===== src/sv/bpm_pkg.sv =====
// Shared types and constants for the byte pattern matcher.
`timescale 1ns / 1ps
`default_nettype none
package bpm_pkg;

    localparam int CFG_DATA_W        = 64;
    localparam int CFG_IDX_W         = 2;
    localparam int LEN_W             = 5;
    localparam int PATTERN_BYTES     = 16;
    localparam int OUT_POS_W         = 32;
    localparam int COUNT_W           = 32;
    localparam int QUEUE_DEPTH       = 2;
    localparam int QPTR_W            = 1;
    localparam int QCNT_W            = 2;
    localparam int DEF_MAX_PATTERN   = 16;
    localparam int DEF_POSITION_BITS = 32;

    // Register indexes of the configuration port
    localparam logic [CFG_IDX_W-1:0] CFG_PATTERN_LOW    = 2'd0;
    localparam logic [CFG_IDX_W-1:0] CFG_PATTERN_HIGH   = 2'd1;
    localparam logic [CFG_IDX_W-1:0] CFG_PATTERN_LENGTH = 2'd2;

    typedef struct packed {
        logic [8*PATTERN_BYTES-1:0] bytes;
        logic [LEN_W-1:0]           length;
    } t_pattern;

    typedef struct packed {
        logic                 found;
        logic [OUT_POS_W-1:0] start_position;
        logic                 is_end;
        logic [COUNT_W-1:0]   total_matches;
    } t_result;

endpackage
`default_nettype wire


===== src/sv/bpm_front.sv =====
// Front end: byte window, fill/position/match counters and parallel pattern compare.
`timescale 1ns / 1ps
`default_nettype none
module bpm_front #(
    parameter int MAX_PATTERN   = bpm_pkg::DEF_MAX_PATTERN,
    parameter int POSITION_BITS = bpm_pkg::DEF_POSITION_BITS
) (
    input  wire logic              i_clk,
    input  wire logic              i_rst_n,
    input  wire logic              i_valid,
    output logic                   o_ready,
    input  wire logic [7:0]        i_data_byte,
    input  wire logic              i_last_byte,
    input  wire bpm_pkg::t_pattern i_pattern,
    input  wire logic              i_queue_full,
    output logic                   o_push,
    output bpm_pkg::t_result       o_result
);
    localparam int IDX_W = (MAX_PATTERN > 1) ? $clog2(MAX_PATTERN) : 1;
    localparam int LEN_W = bpm_pkg::LEN_W;

    logic [7:0]                  r_window [MAX_PATTERN];
    logic [LEN_W-1:0]            r_fill;
    logic [POSITION_BITS-1:0]    r_pos;
    logic [bpm_pkg::COUNT_W-1:0] r_count;

    logic [7:0]                  w_new [MAX_PATTERN];
    logic [LEN_W-1:0]            len;
    logic [LEN_W-1:0]            fill_inc;
    logic [MAX_PATTERN-1:0]      cmp_ok;
    logic                        hit;
    logic                        accept;
    logic [bpm_pkg::COUNT_W-1:0] count_inc;
    logic [POSITION_BITS-1:0]    start_full;
    logic [POSITION_BITS+bpm_pkg::OUT_POS_W-1:0] start_ext;

    assign o_ready = !i_queue_full;
    assign accept  = i_valid && !i_queue_full;

    // Window after this byte is shifted in, newest in entry 0
    always_comb begin
        w_new[0] = i_data_byte;
        for (int k = 1; k < MAX_PATTERN; k++) begin
            w_new[k] = r_window[k-1];
        end
    end

    // Clamp the configured length into 1..MAX_PATTERN
    always_comb begin
        if (i_pattern.length == '0) begin
            len = LEN_W'(1);
        end else if (i_pattern.length > LEN_W'(MAX_PATTERN)) begin
            len = LEN_W'(MAX_PATTERN);
        end else begin
            len = i_pattern.length;
        end
    end

    // Pattern byte g lines up with window entry len-1-g
    for (genvar g = 0; g < MAX_PATTERN; g++) begin : g_cmp
        logic [LEN_W-1:0] sel;
        assign sel = len - LEN_W'(g + 1);
        assign cmp_ok[g] = (LEN_W'(g) >= len) ||
                           (w_new[sel[IDX_W-1:0]] == i_pattern.bytes[g*8 +: 8]);
    end

    always_comb begin
        fill_inc = r_fill;
        if (r_fill < len) begin
            fill_inc = r_fill + LEN_W'(1);
        end
        if (fill_inc > len) begin
            fill_inc = len;
        end
    end

    assign hit       = (fill_inc >= len) && (&cmp_ok);
    assign count_inc = (hit && (r_count != '1)) ? r_count + bpm_pkg::COUNT_W'(1) : r_count;
    assign start_full = r_pos - POSITION_BITS'(len - LEN_W'(1));
    assign start_ext  = {bpm_pkg::OUT_POS_W'(0), start_full};

    assign o_push = accept && (hit || i_last_byte);

    always_comb begin
        o_result.found          = hit;
        o_result.start_position = hit ? start_ext[bpm_pkg::OUT_POS_W-1:0] : '0;
        o_result.is_end         = i_last_byte;
        o_result.total_matches  = count_inc;
    end

    always_ff @(posedge i_clk) begin
        if (!i_rst_n) begin
            for (int k = 0; k < MAX_PATTERN; k++) begin
                r_window[k] <= '0;
            end
            r_fill  <= '0;
            r_pos   <= '0;
            r_count <= '0;
        end else if (accept) begin
            r_window <= w_new;
            // restart the fill after a match or at the end of the source
            r_fill   <= (hit || i_last_byte) ? '0 : fill_inc;
            if (i_last_byte) begin
                r_pos   <= '0;
                r_count <= '0;
            end else begin
                r_pos   <= (r_pos != '1) ? r_pos + POSITION_BITS'(1) : r_pos;
                r_count <= count_inc;
            end
        end
    end

endmodule
`default_nettype wire


===== src/sv/bpm_queue.sv =====
// Short result queue between the compare front end and the output stage.
`timescale 1ns / 1ps
`default_nettype none
module bpm_queue (
    input  wire logic             i_clk,
    input  wire logic             i_rst_n,
    input  wire logic             i_push,
    input  wire bpm_pkg::t_result i_data,
    output logic                  o_full,
    input  wire logic             i_pop,
    output logic                  o_not_empty,
    output bpm_pkg::t_result      o_data
);
    bpm_pkg::t_result               r_mem [bpm_pkg::QUEUE_DEPTH];
    logic [bpm_pkg::QPTR_W-1:0]     r_wr_ptr;
    logic [bpm_pkg::QPTR_W-1:0]     r_rd_ptr;
    logic [bpm_pkg::QCNT_W-1:0]     r_count;

    assign o_full      = (r_count == bpm_pkg::QCNT_W'(bpm_pkg::QUEUE_DEPTH));
    assign o_not_empty = (r_count != '0);
    assign o_data      = r_mem[r_rd_ptr];

    always_ff @(posedge i_clk) begin
        if (i_push) begin
            r_mem[r_wr_ptr] <= i_data;
        end
    end

    always_ff @(posedge i_clk) begin
        if (!i_rst_n) begin
            r_wr_ptr <= '0;
            r_rd_ptr <= '0;
            r_count  <= '0;
        end else begin
            if (i_push) begin
                r_wr_ptr <= r_wr_ptr + bpm_pkg::QPTR_W'(1);
            end
            if (i_pop) begin
                r_rd_ptr <= r_rd_ptr + bpm_pkg::QPTR_W'(1);
            end
            priority if (i_push && !i_pop) begin
                r_count <= r_count + bpm_pkg::QCNT_W'(1);
            end else if (i_pop && !i_push) begin
                r_count <= r_count - bpm_pkg::QCNT_W'(1);
            end else begin
                r_count <= r_count;
            end
        end
    end

    a_no_overflow: assert property (@(posedge i_clk) disable iff (!i_rst_n)
        !(i_push && o_full))
        else $error("result pushed into full queue");

    a_no_underflow: assert property (@(posedge i_clk) disable iff (!i_rst_n)
        i_pop |-> o_not_empty)
        else $error("result popped from empty queue");

    a_count_bound: assert property (@(posedge i_clk) disable iff (!i_rst_n)
        r_count <= bpm_pkg::QCNT_W'(bpm_pkg::QUEUE_DEPTH))
        else $error("queue count beyond depth");

    a_pointer_gap: assert property (@(posedge i_clk) disable iff (!i_rst_n)
        (r_count == '0 || o_full) |-> (r_wr_ptr == r_rd_ptr))
        else $error("queue pointers disagree with count");

endmodule
`default_nettype wire


===== src/sv/bpm_back.sv =====
// Back end: output register that presents one result transaction at a time.
`timescale 1ns / 1ps
`default_nettype none
module bpm_back (
    input  wire logic             i_clk,
    input  wire logic             i_rst_n,
    input  wire logic             i_q_not_empty,
    input  wire bpm_pkg::t_result i_q_data,
    output logic                  o_pop,
    output logic                  o_valid,
    input  wire logic             i_ready,
    output bpm_pkg::t_result      o_result
);
    logic             r_valid;
    bpm_pkg::t_result r_result;
    logic             n_valid;

    // Load a new result when the register is empty or being drained
    assign o_pop   = i_q_not_empty && (!r_valid || i_ready);
    assign n_valid = o_pop || (r_valid && !i_ready);

    always_ff @(posedge i_clk) begin
        if (!i_rst_n) begin
            r_valid <= 1'b0;
        end else begin
            r_valid <= n_valid;
        end
    end

    always_ff @(posedge i_clk) begin
        if (o_pop) begin
            r_result <= i_q_data;
        end
    end

    assign o_valid  = r_valid;
    assign o_result = r_result;

endmodule
`default_nettype wire


===== src/sv/byte_pattern_matcher_unit.sv =====
// Top level of the byte pattern matcher: configuration registers and the three stages.
//
// Usage:
//  - Input channel (i_in_valid / o_in_ready) carries one source byte per transaction,
//    with i_last_byte marking the final byte of a source.
//  - Output channel (o_out_valid / i_out_ready) carries a result transaction whenever
//    a match ends at a byte, or a byte is the last one (both may share one result).
//    Matches never overlap; the search restarts after the end of each match.
//  - Configuration is a plain write port: i_cfg_we, i_cfg_index, i_cfg_data. Index 0
//    and 1 load pattern bytes 0-7 and 8-15, index 2 the pattern length. Write only
//    while no transaction is in flight.
//  - Throughput: one byte per cycle while the queue has room. The window compare
//    of all pattern bytes runs in the accepting cycle, so the front end never iterates.
//  - Result path: a result enters the queue at the edge that accepts its byte, and
//    moves to the output register once that register is empty or being drained.
//  - Receiver stall: the output register holds, the two-entry queue absorbs results,
//    and o_in_ready drops only once the queue is full.
//  - Reset (synchronous, active low) clears the counters, window and queue, and sets
//    the pattern to all zero bytes with length one. No clearing pass is needed.
`timescale 1ns / 1ps
`default_nettype none
module byte_pattern_matcher_unit #(
    parameter int MAX_PATTERN   = bpm_pkg::DEF_MAX_PATTERN,
    parameter int POSITION_BITS = bpm_pkg::DEF_POSITION_BITS
) (
    input  wire logic                             i_clk,
    input  wire logic                             i_rst_n,
    // byte input channel
    input  wire logic                             i_in_valid,
    output logic                                  o_in_ready,
    input  wire logic [7:0]                       i_data_byte,
    input  wire logic                             i_last_byte,
    // result channel
    output logic                                  o_out_valid,
    input  wire logic                             i_out_ready,
    output logic                                  o_found,
    output logic [bpm_pkg::OUT_POS_W-1:0]         o_start_position,
    output logic                                  o_is_end,
    output logic [bpm_pkg::COUNT_W-1:0]           o_total_matches,
    // configuration write port
    input  wire logic                             i_cfg_we,
    input  wire logic [bpm_pkg::CFG_IDX_W-1:0]    i_cfg_index,
    input  wire logic [bpm_pkg::CFG_DATA_W-1:0]   i_cfg_data
);
    logic [bpm_pkg::CFG_DATA_W-1:0] r_pattern_low;
    logic [bpm_pkg::CFG_DATA_W-1:0] r_pattern_high;
    logic [bpm_pkg::LEN_W-1:0]      r_pattern_length;

    bpm_pkg::t_pattern pattern;
    bpm_pkg::t_result  front_result;
    bpm_pkg::t_result  queue_data;
    bpm_pkg::t_result  out_result;
    logic              front_push;
    logic              queue_full;
    logic              queue_not_empty;
    logic              back_pop;

    // Configuration registers: write on enable, drop writes to unknown indexes
    always_ff @(posedge i_clk) begin
        if (!i_rst_n) begin
            r_pattern_low    <= '0;
            r_pattern_high   <= '0;
            r_pattern_length <= bpm_pkg::LEN_W'(1);
        end else if (i_cfg_we) begin
            unique case (i_cfg_index)
                bpm_pkg::CFG_PATTERN_LOW: begin
                    r_pattern_low <= i_cfg_data;
                end
                bpm_pkg::CFG_PATTERN_HIGH: begin
                    r_pattern_high <= i_cfg_data;
                end
                bpm_pkg::CFG_PATTERN_LENGTH: begin
                    r_pattern_length <= i_cfg_data[bpm_pkg::LEN_W-1:0];
                end
                default: begin
                    r_pattern_low <= r_pattern_low;
                end
            endcase
        end
    end

    assign pattern.bytes  = {r_pattern_high, r_pattern_low};
    assign pattern.length = r_pattern_length;

    // Front end: shift, compare and count each accepted byte
    bpm_front #(
        .MAX_PATTERN   (MAX_PATTERN),
        .POSITION_BITS (POSITION_BITS)
    ) u_front (
        .i_clk        (i_clk),
        .i_rst_n      (i_rst_n),
        .i_valid      (i_in_valid),
        .o_ready      (o_in_ready),
        .i_data_byte  (i_data_byte),
        .i_last_byte  (i_last_byte),
        .i_pattern    (pattern),
        .i_queue_full (queue_full),
        .o_push       (front_push),
        .o_result     (front_result)
    );

    // Queue decouples the front end from receiver stalls
    bpm_queue u_queue (
        .i_clk       (i_clk),
        .i_rst_n     (i_rst_n),
        .i_push      (front_push),
        .i_data      (front_result),
        .o_full      (queue_full),
        .i_pop       (back_pop),
        .o_not_empty (queue_not_empty),
        .o_data      (queue_data)
    );

    // Back end: hold each result until the receiver takes it
    bpm_back u_back (
        .i_clk         (i_clk),
        .i_rst_n       (i_rst_n),
        .i_q_not_empty (queue_not_empty),
        .i_q_data      (queue_data),
        .o_pop         (back_pop),
        .o_valid       (o_out_valid),
        .i_ready       (i_out_ready),
        .o_result      (out_result)
    );

    assign o_found          = out_result.found;
    assign o_start_position = out_result.start_position;
    assign o_is_end         = out_result.is_end;
    assign o_total_matches  = out_result.total_matches;

endmodule
`default_nettype wire


===== config.mk =====
export PLATFORM = sky130hd
export DESIGN_NAME = byte_pattern_matcher_unit
export DESIGN_NICKNAME = d
export VERILOG_FILES = /design/src/sv/bpm_pkg.sv /design/src/sv/bpm_front.sv /design/src/sv/bpm_queue.sv /design/src/sv/bpm_back.sv /design/src/sv/byte_pattern_matcher_unit.sv
export SDC_FILE = /design/constraint.sdc
export NUM_CORES = 1
export LEC_CHECK = 0
export ABC_AREA = 1
export BUFFER_PORTS_ARGS = -buffer_cell sky130_fd_sc_hd__buf_2
export CAP_MARGIN = 20
export CORE_MARGIN = 1.5
export CORE_UTILIZATION = 46
export CTS_CLUSTER_DIAMETER = 150
export DETAILED_ROUTE_END_ITERATION = 8
export GPL_TIMING_DRIVEN = 1
export PLACE_DENSITY_LB_ADDON = 0.12
export SYNTH_ARGS = -nofsm -noshare
export SYNTH_HDL_FRONTEND = slang
export SYNTH_HIERARCHICAL = 1
export SYNTH_SLANG_ARGS = --single-unit

===== constraint.sdc =====
create_clock -name i_clk -period 9.75 [get_ports i_clk]
set_clock_uncertainty 0.15 [all_clocks]
set_input_delay 1.95 -clock i_clk [delete_from_list [all_inputs] [get_ports i_clk]]
set_output_delay 1.95 -clock i_clk [all_outputs]
set_load 0.01 [all_outputs]

==> metrics.cfg <==
[logic_synthesis]
postSynthAreaPerCell_um2=6.92
yosysTopAreaCell=dfxtp_1
synthTopCellsByArea=dfxtp_1 (20%), edfxtp_1 (18%), nand2_1 (15%)
synth_top_area_share_pct=20.0
synth.distinct_cells=57
ys_seq_area_share_pct=38.1
synth_common_cells=nand2_1 (1329), nand3_1 (908), inv_1 (461), nor2_1 (373), dfxtp_1 (328)
synthMostInstantiatedCell=nand2_1
synth_warnings=6
ys.flop_type=dfxtp_1
syn-cell-area_mm2=0.0328
synthesis.nets=4894
ys_ff_latch=526
synth_cells=4750
synth_edf_count=198
ys_async_sr_fraction_pct=0

[sta]
worst_slack_ps=2670
slew-limit-headroom_pct=22.3
post-route-min-period_ps=7080
worst_slew_pin_slew_ps=1160
fmaxAchievable_ghz=0.141
final_max_slew_viol_count=0
hold_violations=0
rsz0062_at_grt=no
timing.setup.tns_ps=0
timing.final.crit_share_pct=72.6
finalSetupViolations=0

[pwr]
switching_share_pct=37.0
switching_power_w=0.00297
peakVddDrop_mv=0.178
p_seq_share_pct=35.0
clock_power_share_pct=30.2
p_leak_nw=16.4
finalPower_w=0.00802
internal-power_w=0.00505
p_per_area_mw_per_mm2=223
pwr-share-comb_pct=34.8

[global_route]
grt_pass1_vias=28300
antenna_found_initial=0
grt_max_degree=216
grt_pass1_wl_um=162000
grt_use_total_pct=28.2
grt.overflow.total=0

[floorplan]
rows=97
coreArea_mm2=0.0704
fp.dieH_um=270
start_util_pct=46.7
ios=148
fp.dieW_um=270
die-area_mm2=0.0730

[placement]
place_inst=5631
gp_congestion=0.994
dp_hpwl_um=77800
numPortBuffers=147
pre_cts_slack_ps=2820

[cts]
insertion_delay_ps=650
cts_buffer_depth=3
clkTransAtPathRegs_ps=60
cts_max_level=2
cts_hold_buf=0
ctsResizeCount=0
post_cts_buffers=0
cts_root_buf=clkbuf_16
cts_buffers=57
cts_tree=done
clock-sinks=526

[setup_path]
cp_slowest_cell=nor2_4
critPathTopFamily=simple AND/OR/NAND/NOR gates
crit_top_cell=nand2_1
end_kind=register
crit_path_start=r_pattern_length[1]$_SDFFE_PN0P_
crit_type=reg -> reg
required_ps=9930
cp-start-kind=register
r2r-start=r_pattern_length[1]$_SDFFE_PN0P_
critPathArrivalTime_ps=7260
crit_fanout=43
critical-path-max-stage-delay_ps=450
path_buf_inv=5

[routing]
ant_nets=0
drc=0
first_pass_iters=6
wl_per_cell_um=18.4
via_per_inst=5.45
routed_wl_um=106000
drt_iter0_markers=2859
via_count=31300

[cells_and_area]
fin_cells=5738
fin_nets=4896
area_delta_synth_final_pct=9.77
multiInputGateArea_mm2=0.0174
antennaDiodeCount=0
post-route-util_pct=51.2
fillers=7141
drive_gt1_share_pct=8.69
seqCellArea_mm2=0.0125

[min_path]
min_from=u_front/r_window[71]$_SDFFE_PN0P_
hp-class=reg -> reg

[status]
status=finished clean

[flow_run]
cap_violations=0

[flip-flops by register name (all words and copies together) (netlist names), named ones only]
| signal | count |
|---|---|
| u_front/r_pos | 32 |
| u_front/r_fill | 5 |
| r_pattern_low | 64 |
| r_pattern_high | 64 |
| u_back/o_valid | 1 |
| u_queue/r_count | 2 |
| u_queue/r_mem | 132 |
| r_pattern_length | 5 |
| u_queue/r_wr_ptr | 1 |
| u_back/o_result | 66 |
| u_front/r_count | 32 |
| u_queue/r_rd_ptr | 1 |
| u_front/r_window | 120 |
[kinds of logic after synthesis]
group	Yosys count	share of synthesized area (%)
simple gates	2813	37.6
buf+inv	717	9.29
flops	526	38.1
compound gates	502	8.07
mux	66	2.72
fa+ha+maj	64	2.46
xor+xnor	62	1.79
[worst paths after layout]
| path | depth (start not counted) | slack [ps] | endpoint |
|---|---|---|---|
| setup / recovery | 34 | 2670 | u_queue/r_mem[0][22]$_DFFE_PP_ |
| hold / removal | 2 | 340 | u_front/r_window[71]$_SDFFE_PN0P_ |
| setup reg to reg | 34 | 2670 | u_queue/r_mem[0][22]$_DFFE_PP_ |
| hold reg to reg | 2 | 340 | u_front/r_window[71]$_SDFFE_PN0P_ |
[metrics by stage]
stage / area [µm²] / hold slack [ps]
floorplan: 32800 / 300
global placement: 33900 / 326
detailed placement: 33900 / 324
CTS: 36000 / 335
global route: 36100 / 357
finish: 36100 / 337
[power by group through the flow]
stage | Sequential [W] | Clock (W) | Combinational [W]
floorplan | 0.00289 | 0 | 0.00197
global placement | 0.00285 | 0 | 0.00274
detailed placement | 0.00285 | 0 | 0.00275
CTS | 0.00281 | 0.00248 | 0.00276
global route | 0.00284 | 0.00256 | 0.00312
finish | 0.00281 | 0.00242 | 0.00279
[layout by cell type (no fill, tap or decap), drive strengths merged, types with 31 or more instances in the layout]
cell type,synthesis,routed
xor2,38,38
nand3,919,919
nand3b,60,60
nor3,31,31
nand4,52,52
dfxtp,328,328
mux2,66,66
inv,470,473
clkbuf,101,69
a21oi,294,294
edfxtp,198,198
nand2,1343,1343
nor2,378,378
buf,143,187
ha,63,63
o21ai,171,171
[layer usage]
metal | share of wire [%] | vias up | wire length (µm) | global-route usage, %
met2 | 45 | 996 | 48000 | 45.6
li1 | - | 15700 | - | -
met1 | 42 | 14400 | 44100 | 35.5
met3 | 5.8 | 256 | 6160 | 3.68
met4 | 7.2 | 0 | 7580 | 18.0
met5 | 0 | - | 0 | 0
[layout make-up]
cell class / count / area share (%)
repair buffers: 187 / 3.09
clock buffers: 69 / 4.28
clock inverters: 36 / 1.55
well taps: 940 / 3.26
flip-flops and latches: 526 / 34.7
multi-input cells: 3507 / 48.2
inverters: 473 / 4.93
[worst reg2reg max path: cells and delay by family (launching register included)]
family	cells	cell delay, ps
AO/OA/AOI/OAI	10	1380
XOR/XNOR	1	210
AND/OR/NAND/NOR	15	2240
flip-flops	1	370
buffers and inverters	5	1360
adder cells (fa/ha/maj)	3	1010
Note: power is estimated with default switching activity, not from simulation.
